==> src/rtl/core/assert_macros.svh <==
// Assertion macros for the RTL of the frame sender.
`ifndef ASSERT_MACROS_SVH
`define ASSERT_MACROS_SVH
`ifndef SYNTHESIS
`define ASSERT_RUN(lbl, prop, msg) \
  lbl: assert property (@(posedge clk) disable iff (rst) prop) else $error(msg);
`define ASSERT_ANY(lbl, prop, msg) \
  lbl: assert property (@(posedge clk) prop) else $error(msg);
`else
`define ASSERT_RUN(lbl, prop, msg)
`define ASSERT_ANY(lbl, prop, msg)
`endif
`endif

==> src/rtl/core/sawfs_pkg.sv <==
// Package of constants and types for the stop-and-wait frame sender.
`timescale 1ns / 1ps
package sawfs_pkg;

  localparam int MAX_PAYLOAD = 256;
  localparam int ADDR_W      = (MAX_PAYLOAD > 1) ? $clog2(MAX_PAYLOAD) : 1;
  localparam int CNT_W       = $clog2(MAX_PAYLOAD + 1);
  localparam int POS_W       = $clog2(MAX_PAYLOAD + 6);
  localparam int LEN_W       = 9;
  localparam int CMP_W       = (LEN_W > CNT_W) ? LEN_W : CNT_W;
  localparam int TRIES_W     = 4;
  localparam int CFG_W       = 9;

  localparam logic [LEN_W-1:0]   LEN_RESET   = LEN_W'(256);
  localparam logic [TRIES_W-1:0] RETRY_RESET = TRIES_W'(3);
  localparam logic [TRIES_W-1:0] TRIES_MAX   = '1;

  localparam logic [7:0] FRAME_FLAG = 8'h7E;
  localparam logic [7:0] ADDR_TX    = 8'h03;
  localparam logic [7:0] CTRL_I0    = 8'h00;
  localparam logic [7:0] CTRL_I1    = 8'h40;
  localparam logic [7:0] CTRL_RR0   = 8'h05;
  localparam logic [7:0] CTRL_RR1   = 8'h85;

  localparam logic [1:0] FUNC_LOAD    = 2'd0;
  localparam logic [1:0] FUNC_PULL    = 2'd1;
  localparam logic [1:0] FUNC_REPLY   = 2'd2;
  localparam logic [1:0] FUNC_TIMEOUT = 2'd3;

  localparam logic [1:0] STATUS_NONE  = 2'd0;
  localparam logic [1:0] STATUS_ACK   = 2'd1;
  localparam logic [1:0] STATUS_RETRY = 2'd2;
  localparam logic [1:0] STATUS_FAIL  = 2'd3;

  localparam logic REG_LENGTH = 1'b0;
  localparam logic REG_RETRY  = 1'b1;

  typedef enum logic [2:0] {
    PH_LOADING = 3'b001,
    PH_SENDING = 3'b010,
    PH_WAITING = 3'b100
  } phase_t;

  typedef struct packed {
    logic [7:0] tx_byte;
    logic       use_ram;
    logic       tx_valid;
    logic       frame_end;
    logic [1:0] status;
  } result_t;

endpackage

==> src/rtl/core/sawfs_ram.sv <==
// Generic single-port-write, single-port-read RAM with registered read data.
`timescale 1ns / 1ps
module sawfs_ram #(
  parameter int WIDTH = 8,
  parameter int DEPTH = 256,
  localparam int AW = (DEPTH > 1) ? $clog2(DEPTH) : 1
) (
  input  logic             clk,
  input  logic             wr_en,
  input  logic [AW-1:0]    wr_addr,
  input  logic [WIDTH-1:0] wr_data,
  input  logic             rd_en,
  input  logic [AW-1:0]    rd_addr,
  output logic [WIDTH-1:0] rd_data
);

  logic [WIDTH-1:0] mem [DEPTH];

  always_ff @(posedge clk) begin
    if (wr_en) begin
      mem[wr_addr] <= wr_data;
    end
    if (rd_en) begin
      rd_data <= mem[rd_addr];
    end
  end

endmodule

==> src/rtl/core/stop_and_wait_frame_sender.sv <==
// Top level of the stop-and-wait frame sender.
//
//  channel | handshake               | payload
//  in      | in_valid / in_stall     | func, payload_byte, reply_control
//  out     | out_valid / out_stall   | tx_byte, tx_valid, frame_end, status
//  cfg     | cfg_valid / cfg_ready   | cfg_index, cfg_data
//
// One item is taken per cycle while in_stall is low; its result passes through
// the pending stage s1 and then the output register. The payload buffer is read
// in the acceptance cycle and its data is merged as s1 moves to the output.
// Reset is synchronous and restores the empty loader, sequence bit zero,
// length 256 and retry limit 3. The buffer itself is not cleared.
// A stalled output holds one result and one more in flight before input stalls.
`timescale 1ns / 1ps
`include "assert_macros.svh"
module stop_and_wait_frame_sender
  import sawfs_pkg::*;
(
  input  logic             clk,
  input  logic             rst,
  input  logic             in_valid,
  output logic             in_stall,
  input  logic [1:0]       func,
  input  logic [7:0]       payload_byte,
  input  logic [7:0]       reply_control,
  output logic             out_valid,
  input  logic             out_stall,
  output logic [7:0]       tx_byte,
  output logic             tx_valid,
  output logic             frame_end,
  output logic [1:0]       status,
  input  logic             cfg_valid,
  output logic             cfg_ready,
  input  logic             cfg_index,
  input  logic [CFG_W-1:0] cfg_data
);

  logic [LEN_W-1:0]   payload_length;
  logic [TRIES_W-1:0] retry_limit;

  phase_t             phase, phase_next;
  logic [CNT_W-1:0]   load_count, load_count_next;
  logic [POS_W-1:0]   send_position, send_position_next;
  logic [7:0]         payload_check, payload_check_next;
  logic               sequence_bit, sequence_bit_next;
  logic [TRIES_W-1:0] tries_used, tries_used_next;

  logic    s1_valid;
  result_t s1, s1_next;

  logic in_accept, s1_move, out_free;

  logic              wr_en;
  logic [ADDR_W-1:0] rd_addr;
  logic [7:0]        rd_data;

  logic [LEN_W-1:0] eff_length;
  logic [7:0]       ctrl_byte;
  logic [POS_W-1:0] pay_end;

  assign cfg_ready = 1'b1;

  always_ff @(posedge clk) begin
    if (rst) begin
      payload_length <= LEN_RESET;
      retry_limit    <= RETRY_RESET;
    end else if (cfg_valid && cfg_ready) begin
      case (cfg_index)
        REG_LENGTH: payload_length <= LEN_W'(cfg_data);
        REG_RETRY:  retry_limit    <= cfg_data[TRIES_W-1:0];
        default: ;
      endcase
    end
  end

  // Transfer control: the output register frees the pending stage.
  assign out_free  = !out_valid || !out_stall;
  assign s1_move   = s1_valid && out_free;
  assign in_stall  = s1_valid && !out_free;
  assign in_accept = in_valid && !in_stall;

  always_comb begin
    if (payload_length == '0) begin
      eff_length = LEN_W'(1);
    end else if (CMP_W'(payload_length) > CMP_W'(MAX_PAYLOAD)) begin
      eff_length = LEN_W'(MAX_PAYLOAD);
    end else begin
      eff_length = payload_length;
    end
  end

  assign ctrl_byte = sequence_bit ? CTRL_I1 : CTRL_I0;
  assign pay_end   = POS_W'(load_count) + POS_W'(4);
  assign rd_addr   = ADDR_W'(send_position - POS_W'(4));

  always_comb begin
    phase_next         = phase;
    load_count_next    = load_count;
    send_position_next = send_position;
    payload_check_next = payload_check;
    sequence_bit_next  = sequence_bit;
    tries_used_next    = tries_used;
    wr_en              = 1'b0;
    s1_next            = '0;
    case (func)
      FUNC_LOAD: begin
        if (phase != PH_SENDING && phase != PH_WAITING) begin
          phase_next = PH_LOADING;
          if (CMP_W'(load_count) < CMP_W'(MAX_PAYLOAD)) begin
            wr_en              = 1'b1;
            payload_check_next = payload_check ^ payload_byte;
            load_count_next    = load_count + CNT_W'(1);
          end
          if (CMP_W'(load_count_next) >= CMP_W'(eff_length)) begin
            phase_next         = PH_SENDING;
            send_position_next = '0;
            tries_used_next    = '0;
          end
        end
      end
      FUNC_PULL: begin
        if (phase == PH_SENDING) begin
          s1_next.tx_valid = 1'b1;
          if (send_position == POS_W'(0)) begin
            s1_next.tx_byte = FRAME_FLAG;
          end else if (send_position == POS_W'(1)) begin
            s1_next.tx_byte = ADDR_TX;
          end else if (send_position == POS_W'(2)) begin
            s1_next.tx_byte = ctrl_byte;
          end else if (send_position == POS_W'(3)) begin
            s1_next.tx_byte = ADDR_TX ^ ctrl_byte;
          end else if (send_position < pay_end) begin
            s1_next.use_ram = 1'b1;
          end else if (send_position == pay_end) begin
            s1_next.tx_byte = payload_check;
          end else begin
            s1_next.tx_byte = FRAME_FLAG;
          end
          if (send_position >= pay_end + POS_W'(1)) begin
            s1_next.frame_end  = 1'b1;
            phase_next         = PH_WAITING;
            send_position_next = '0;
            if (tries_used != TRIES_MAX) begin
              tries_used_next = tries_used + TRIES_W'(1);
            end
          end else begin
            send_position_next = send_position + POS_W'(1);
          end
        end
      end
      default: begin
        if (phase == PH_WAITING) begin
          if (func == FUNC_REPLY
              && (reply_control == CTRL_RR0 || reply_control == CTRL_RR1)) begin
            s1_next.status     = STATUS_ACK;
            sequence_bit_next  = !sequence_bit;
            phase_next         = PH_LOADING;
            load_count_next    = '0;
            payload_check_next = '0;
            send_position_next = '0;
            tries_used_next    = '0;
          end else if (tries_used >= retry_limit) begin
            s1_next.status     = STATUS_FAIL;
            phase_next         = PH_LOADING;
            load_count_next    = '0;
            payload_check_next = '0;
            send_position_next = '0;
            tries_used_next    = '0;
          end else begin
            s1_next.status     = STATUS_RETRY;
            phase_next         = PH_SENDING;
            send_position_next = '0;
          end
        end
      end
    endcase
  end

  sawfs_ram #(
    .WIDTH(8),
    .DEPTH(MAX_PAYLOAD)
  ) u_store (
    .clk    (clk),
    .wr_en  (in_accept && wr_en),
    .wr_addr(load_count[ADDR_W-1:0]),
    .wr_data(payload_byte),
    .rd_en  (in_accept),
    .rd_addr(rd_addr),
    .rd_data(rd_data)
  );

  always_ff @(posedge clk) begin
    if (rst) begin
      phase         <= PH_LOADING;
      load_count    <= '0;
      send_position <= '0;
      payload_check <= '0;
      sequence_bit  <= 1'b0;
      tries_used    <= '0;
    end else if (in_accept) begin
      phase         <= phase_next;
      load_count    <= load_count_next;
      send_position <= send_position_next;
      payload_check <= payload_check_next;
      sequence_bit  <= sequence_bit_next;
      tries_used    <= tries_used_next;
    end
  end

  always_ff @(posedge clk) begin
    if (rst) begin
      s1_valid <= 1'b0;
    end else if (in_accept) begin
      s1_valid <= 1'b1;
    end else if (s1_move) begin
      s1_valid <= 1'b0;
    end
  end

  always_ff @(posedge clk) begin
    if (in_accept) begin
      s1 <= s1_next;
    end
  end

  always_ff @(posedge clk) begin
    if (rst) begin
      out_valid <= 1'b0;
    end else if (s1_move) begin
      out_valid <= 1'b1;
    end else if (!out_stall) begin
      out_valid <= 1'b0;
    end
  end

  always_ff @(posedge clk) begin
    if (s1_move) begin
      tx_byte   <= s1.use_ram ? rd_data : s1.tx_byte;
      tx_valid  <= s1.tx_valid;
      frame_end <= s1.frame_end;
      status    <= s1.status;
    end
  end

  `ASSERT_RUN(a_stall_needs_pending, !s1_valid |-> !in_stall, "stall with nothing pending")
  `ASSERT_RUN(a_count_bound, CMP_W'(load_count) <= CMP_W'(MAX_PAYLOAD), "count beyond buffer")
  `ASSERT_RUN(a_sending_nonempty, (phase == PH_SENDING) |-> (load_count != '0), "empty frame")
  `ASSERT_RUN(a_end_is_byte, (out_valid && frame_end) |-> tx_valid, "frame end without a byte")
  `ASSERT_ANY(a_reset_phase, rst |=> (phase == PH_LOADING && !s1_valid && !out_valid), "not reset")

endmodule

==> config.mk <==
export PLATFORM = sky130hd
export DESIGN_NAME = stop_and_wait_frame_sender
export DESIGN_NICKNAME = d
export VERILOG_FILES = /design/src/rtl/core/sawfs_pkg.sv /design/src/rtl/core/sawfs_ram.sv /design/src/rtl/core/stop_and_wait_frame_sender.sv
export VERILOG_INCLUDE_DIRS = /design/src /design/src/rtl/core
export SDC_FILE = /design/constraint.sdc
export NUM_CORES = 2
export LEC_CHECK = 0
export ABC_AREA = 0
export BUFFER_PORTS_ARGS = -buffer_cell sky130_fd_sc_hd__buf_2
export CORE_UTILIZATION = 40
export DETAILED_ROUTE_END_ITERATION = 8
export PLACE_DENSITY_LB_ADDON = 0.2
export REMOVE_ABC_BUFFERS = 1
export SKIP_LAST_GASP = 1
export SYNTH_ARGS = -nofsm -noshare
export SYNTH_HDL_FRONTEND = slang
export SYNTH_SLANG_ARGS = --single-unit
==> constraint.sdc <==
create_clock -name clk -period 3.92 [get_ports clk]
set_input_delay 0.196 -clock clk [delete_from_list [all_inputs] [get_ports clk]]
set_output_delay 0.196 -clock clk [all_outputs]
set_load 0.01 [all_outputs]
======== After elaboration in Yosys (flattened, before gate mapping) ========
Memories as Yosys holds them, arrays and structs flattened. A register that Yosys moved wholly into a read port is not among the register bits.
Cells that the tools add are included.
storage, ports and cells
  ROM bits ................................ 0
  latch bits .............................. 0
  input port bits ......................... 33
  memories kept ........................... 1
  flip-flop bits (word level) ............. 74
  memory bits (writable) .................. 2048
operators by class
  bitwise operators ....................... 7
  reductions and logical operators ........ 36
  add/subtract/negate cells ............... 6
  multiplexer cells ....................... 61
  shifts and indexed selects .............. 0
  order comparisons ....................... 6
  equality and inequality tests ........... 20
  $mul .................................... 0
  divide/modulo/power cells ............... 0
memory list
  name         words  bits a word  read ports  clocked after Yosys merged registers in  write ports  RTL line         RTL
  u_store.mem  256    8            1           1                                        1            sawfs_ram.sv:17  logic [WIDTH-1:0] mem [DEPTH];
operators with widths
  cell                 count
  $mux 9               14
  $mux 8               10
  $pmux 9 s2           2
  $mux 4               8
  $add 9x1->9 const B  3
  $mux 7               3
  $eq 9x2->1 const B   2
  $ge 9x9->1           2
  $logic_not 9->1      2
  $pmux 8 s2           1
  $reduce_and 5->1     3
  $mux 1               13
  $mux 3               4
  $ne 2x2->1 const B   6
  $add 9x3->9 const B  1
  $eq 9x1->1 const B   1
  $eq 9x9->1           1
  $gt 9x9->1 const B   1
  $lt 9x9->1           1
  $lt 9x9->1 const B   1
  $eq 8x3->1 const B   1
  $eq 8x8->1 const B   1
  $mux 2               4
  $pmux 4 s2           1
  other kinds (30)     50

======== Depth between registers and ports, before layout ========
  word-level depth ........................ 9
  depth in mapped cells ................... 15
  depth with buffers taken out ............ 13

======== Hierarchy ========
From an unflattened synthesis, not the netlist that was laid out.
unflattened totals
  cell total of the unflattened synthesis .. 4237
  area, all modules ....................... 84357.2 um2
by module, submodules not included
  module                      instances  area each (um2)  cells each
  sawfs_ram                   1          79636.4          3733
  stop_and_wait_frame_sender  1          4720.8           504

======== Worst setup path after synthesis ========
OpenSTA, ideal clock, no wires.
  path kind ............................... reg2reg
  start point ............................. register load_count[2]
  end point ............................... register tries_used[1]
  data required time ...................... 3850 ps
  arrival ................................. 3424 ps
  library setup time ...................... 70 ps
  path slack .............................. 426 ps
  stages on the path, launching flop included .. 14
  cell sequence ........................... dfxtp_1 -> ha_1 -> xor2_1 -> nand3_1 -> nor4_1 -> xor2_1 -> ha_1 -> nand4_1 -> or2_2 -> o211ai_1 -> clkbuf_1 -> o21ai_1 -> or4b_2 -> a21oi_1
on the way
  longest elaborated chain between the ends .. 7
  elaborated cells on any way between the ends .. 12
  those cells by class .................... add/sub: 3; order compare: 3; eq/ne: 2; mux: 3; reduce/logical: 1
RTL lines
  what                                                                 RTL line                           RTL
  from (decl)                                                          stop_and_wait_frame_sender.sv:42   logic [CNT_W-1:0] load_count, load_count_next;
  from (signal assigned)                                               stop_and_wait_frame_sender.sv:202  load_count <= load_count_next;
  parallel branches: the longest is 6 deep, another holds $add 9x3->9  --
  $reduce_and 8->1 (no source line) (*)                                --
  to (signal assigned)                                                 stop_and_wait_frame_sender.sv:206  tries_used <= tries_used_next;
  to (decl)                                                            stop_and_wait_frame_sender.sv:46   logic [TRIES_W-1:0] tries_used, tries_used_next;
Mark *: on every way between the ends. The select of a mux whose other input is x is not followed.
A chain may end at the register's enable or synchronous reset.

======== Worst setup path after layout ========
  start point ............................. register load_count[3]
  end point ............................... register tries_used[1]
The elaborated chain is that of the path after synthesis.

==> flow_summary.ini <==
[timing]
rsz0062_at_grt = false
finalSetupViolCount = 0
tightest_slew_ns = 1.13
finalClockSkew_ns = 0.0364
worst_slack_ns = 0.237
clock.fmax_mhz = 272
fin_crit_ns = 3.68
hold_viol = 0
drv_slew = 0
timing.final.crit_share_pct = 94.0
max_slew_margin_pct = 24.3

[run]
drv_cap = 0

[finish]
nets = 4497
area_growth_pct = 16.0
fillers = 17300
layout-drive-gt1-share_pct = 29.8
instances_no_fill = 7387

[floorplan]
die_w_um = 460
core_area_um2 = 208000
placementRows = 167
io_pins = 48
die_area_um2 = 211000
die_h_um = 460
start_util_pct = 40.4

[detailed_routing]
route.detailed.wl_per_inst_um = 28.3
drt-total-wl_mm = 209
num_vias = 41000
dr.first_iter.drc_count = 3694
ant_nets = 0
viasPerCell = 5.55
drc_errors = 0
firstDrtPassIters = 5

[worst_setup_path]
worst_ep_arrival_time_ns = 4.39
crit_path_start_kind = flip-flop
crit_path_end_kind = flip-flop
r2r_setup_slack_ns = 0.24
critPathMaxFanout = 9
timing.rr.end = tries_used[1]$_SDFFE_PP0P_
reg2reg_depth = 13
required_ns = 4.63
r2r-start = load_count[3]$_SDFFE_PP0P_
critPathKind = reg -> reg

[clocking]
cts_tree = done
cts_resized = 0
cts_setup_buffers = 0
htreeDepth = 4
clock_latency_ns = 0.85
numCtsBuffers = 213
clkTransAtPathRegs_ns = 0.06
root_buffer = clkbuf_16
cts_num_sinks = 2130
clock_path_buffers = 3

[synthesis]
yosysTopAreaCellShare_pct = 74.5
ys_seq_area_share_pct = 75.7
yosys.area.top_type = edfxtp_1
synthTopCellsByArea = edfxtp_1 (75%), mux4_2 (16%), nor2_1 (1.4%), dfxtp_1 (1.2%), ha_1 (0.72%)
synthArstFlopShare_pct = 0
syn_inst = 3939
synth_cell_types = 83
yosysMostFrequentCell = edfxtp_1
syn_area_um2 = 83800
synth_compound_area_share_pct = 2.23
synth_flop_cell = edfxtp_1
synthXorXnorAreaFrac_pct = 0.313
synthTopCellsByCount = edfxtp_1 (2081), mux4_2 (594), nor2_1 (310), nand2_1 (116), clkbuf_1 (96)
yosys_warnings = 0
postSynthAreaPerCell_um2 = 21.3
synth_top_family_by_area = multiplexers
synthAdderAreaFrac_pct = 0.716
synth_mux_area_share_pct = 16.3
ys_seq_elements = 2130
synth-simple-area-share_pct = 3.29
synth-edff-count = 2081

[placement]
post-place-ws_ns = 0.273
dp.cells = 6943
io_buffers = 45
gp_congestion = 0.825
hpwl_mm = 130

[grt]
grt_pass1_wl_mm = 303
use_met2_pct = 33.0
busiest_layer = met2
grt_max_degree = 111
globalRouteMet1Util_pct = 27.7
grt_pass1_vias = 42400
antenna_found_initial = 5
grt.met3_usage_pct = 3.23
grt.overflow.total = 0
grtUsageTotal_pct = 20.0

[power]
power_mw = 46.0
ir_drop_uv = 463
leakagePower_nw = 30.1
power_density_nw_per_um2 = 473

[min_path]
min_to = s1[0]$_SDFFCE_PP0P_
hold_path.class = in -> reg
hold_depth = 5
hold_start = reply_control[0]

[status]
status = finished, final reports clean
[cell type report]
type | count | area (um^2) | share of cell area, %
sequential | 2130 | 63500 | 65.3
multi-input combinational | 1563 | 19200 | 19.8
clock buffer | 259 | 5500 | 5.66
timing repair buffer | 477 | 4060 | 4.18
tap | 2788 | 3490 | 3.59
clock inverter | 136 | 1380 | 1.42
inverter | 31 | 121 | 0.125
antenna | 3 | 7.51 | 0.00772
[routing by layer]
layer	wire (um)	share of wire (%)	up-vias
met5	0	0	-
met4	4300	2.1	0
met3	11200	5.3	263
met2	104000	50	1152
met1	89900	43	22100
li1	-	-	17400
[critical path, stage by stage, from the launching register on]
cell      delay [ns]
dfxtp_1         0.47
ha_1            0.25
xor2_1          0.27
nand3_1         0.18
nor4_1          0.38
xor2_1          0.13
ha_1            0.32
nand4_1         0.12
or2_2           0.31
o211ai_1        0.19
buf_4           0.26
nor2_1          0.12
o41ai_1         0.43
a21oi_1         0.11
[worst max-delay path by stage]
stage	startpoint	endpoint	slack, ns
floorplan	send_position[0]$_SDFFE_PP0P_	u_store.rd_data[6]$_DFFE_PP_	-18.70
global placement	load_count[3]$_SDFFE_PP0P_	tries_used[1]$_SDFFE_PP0P_	0.33
detailed placement	load_count[3]$_SDFFE_PP0P_	tries_used[1]$_SDFFE_PP0P_	0.27
CTS	load_count[3]$_SDFFE_PP0P_	tries_used[1]$_SDFFE_PP0P_	0.26
global route	load_count[2]$_SDFFE_PP0P_	tries_used[0]$_SDFFE_PP0P_	0.04
finish	load_count[3]$_SDFFE_PP0P_	tries_used[1]$_SDFFE_PP0P_	0.24
[power by group]
part	switching, mW	internal [mW]	leakage (nW)
sequential	0.0220	25.0	19.1
combinational	0.679	0.322	7.60
clock	8.68	11.3	3.34
total	9.38	36.7	30.1
[state kept, by name (all words and copies together), names as in the netlist, 8 cells and up]
name / count
u_store.mem: 2048
s1: 13
load_count: 9
payload_length: 9
send_position: 9
payload_check: 8
tx_byte: 8
u_store.rd_data: 8
[layout by cell type, fill, tap and decap left out, drive strengths merged, types with 9 or more instances in the layout]
| cell type | Yosys | routed |
|---|---|---|
| dfxtp | 49 | 49 |
| nand3 | 66 | 66 |
| dlygate4sd3 | 0 | 46 |
| o22ai | 23 | 23 |
| nand4 | 11 | 11 |
| clkinv | 1 | 109 |
| a21oi | 48 | 48 |
| inv | 30 | 35 |
| ha | 48 | 48 |
| o21ai | 34 | 34 |
| xor2 | 15 | 15 |
| nor2 | 312 | 312 |
| a22oi | 72 | 72 |
| nand2b | 11 | 11 |
| mux4 | 594 | 594 |
| nand2 | 116 | 116 |
| a211oi | 10 | 10 |
| mux2 | 9 | 9 |
| mux2i | 16 | 16 |
| nor3 | 19 | 19 |
| o211ai | 11 | 11 |
| o2111ai | 12 | 12 |
| bufinv | 0 | 20 |
| edfxtp | 2081 | 2081 |
| xnor2 | 12 | 12 |
| clkbuf | 98 | 260 |
| buf | 117 | 430 |
[kinds of logic (layout without fill, tap and decap cells)]
group | after synthesis | count (layout)
AO/OA/AOI/OAI | 268 | 268
XOR/XNOR | 27 | 27
adder cells (fa/ha/maj) | 48 | 48
buffers and inverters | 246 | 903
flip-flops | 2130 | 2130
multiplexers | 619 | 619
other | 1 | 4
AND/OR/NAND/NOR | 600 | 600
[what timing repair did]
action	CTS	global route
setup endpoints to repair	0	0
endpoints found under the hold margin	578	0
hold buffers	46	0
[metrics by stage]
| stage | util (%) | setup TNS [ns] | hold WS (ns) | cell area, um^2 |
|---|---|---|---|---|
| finish | 46.8 | 0 | 0.172 | 97300 |
| global route | 46.8 | 0 | 0.159 | 97300 |
| CTS | 46.8 | 0 | 0.110 | 97200 |
| detailed placement | 43.3 | 0 | 0.407 | 89900 |
| global placement | 43.3 | 0 | 0.407 | 89900 |
| floorplan | - | -617.42 | 0.265 | 82700 |
Note: power is estimated with default switching activity, not from simulation.
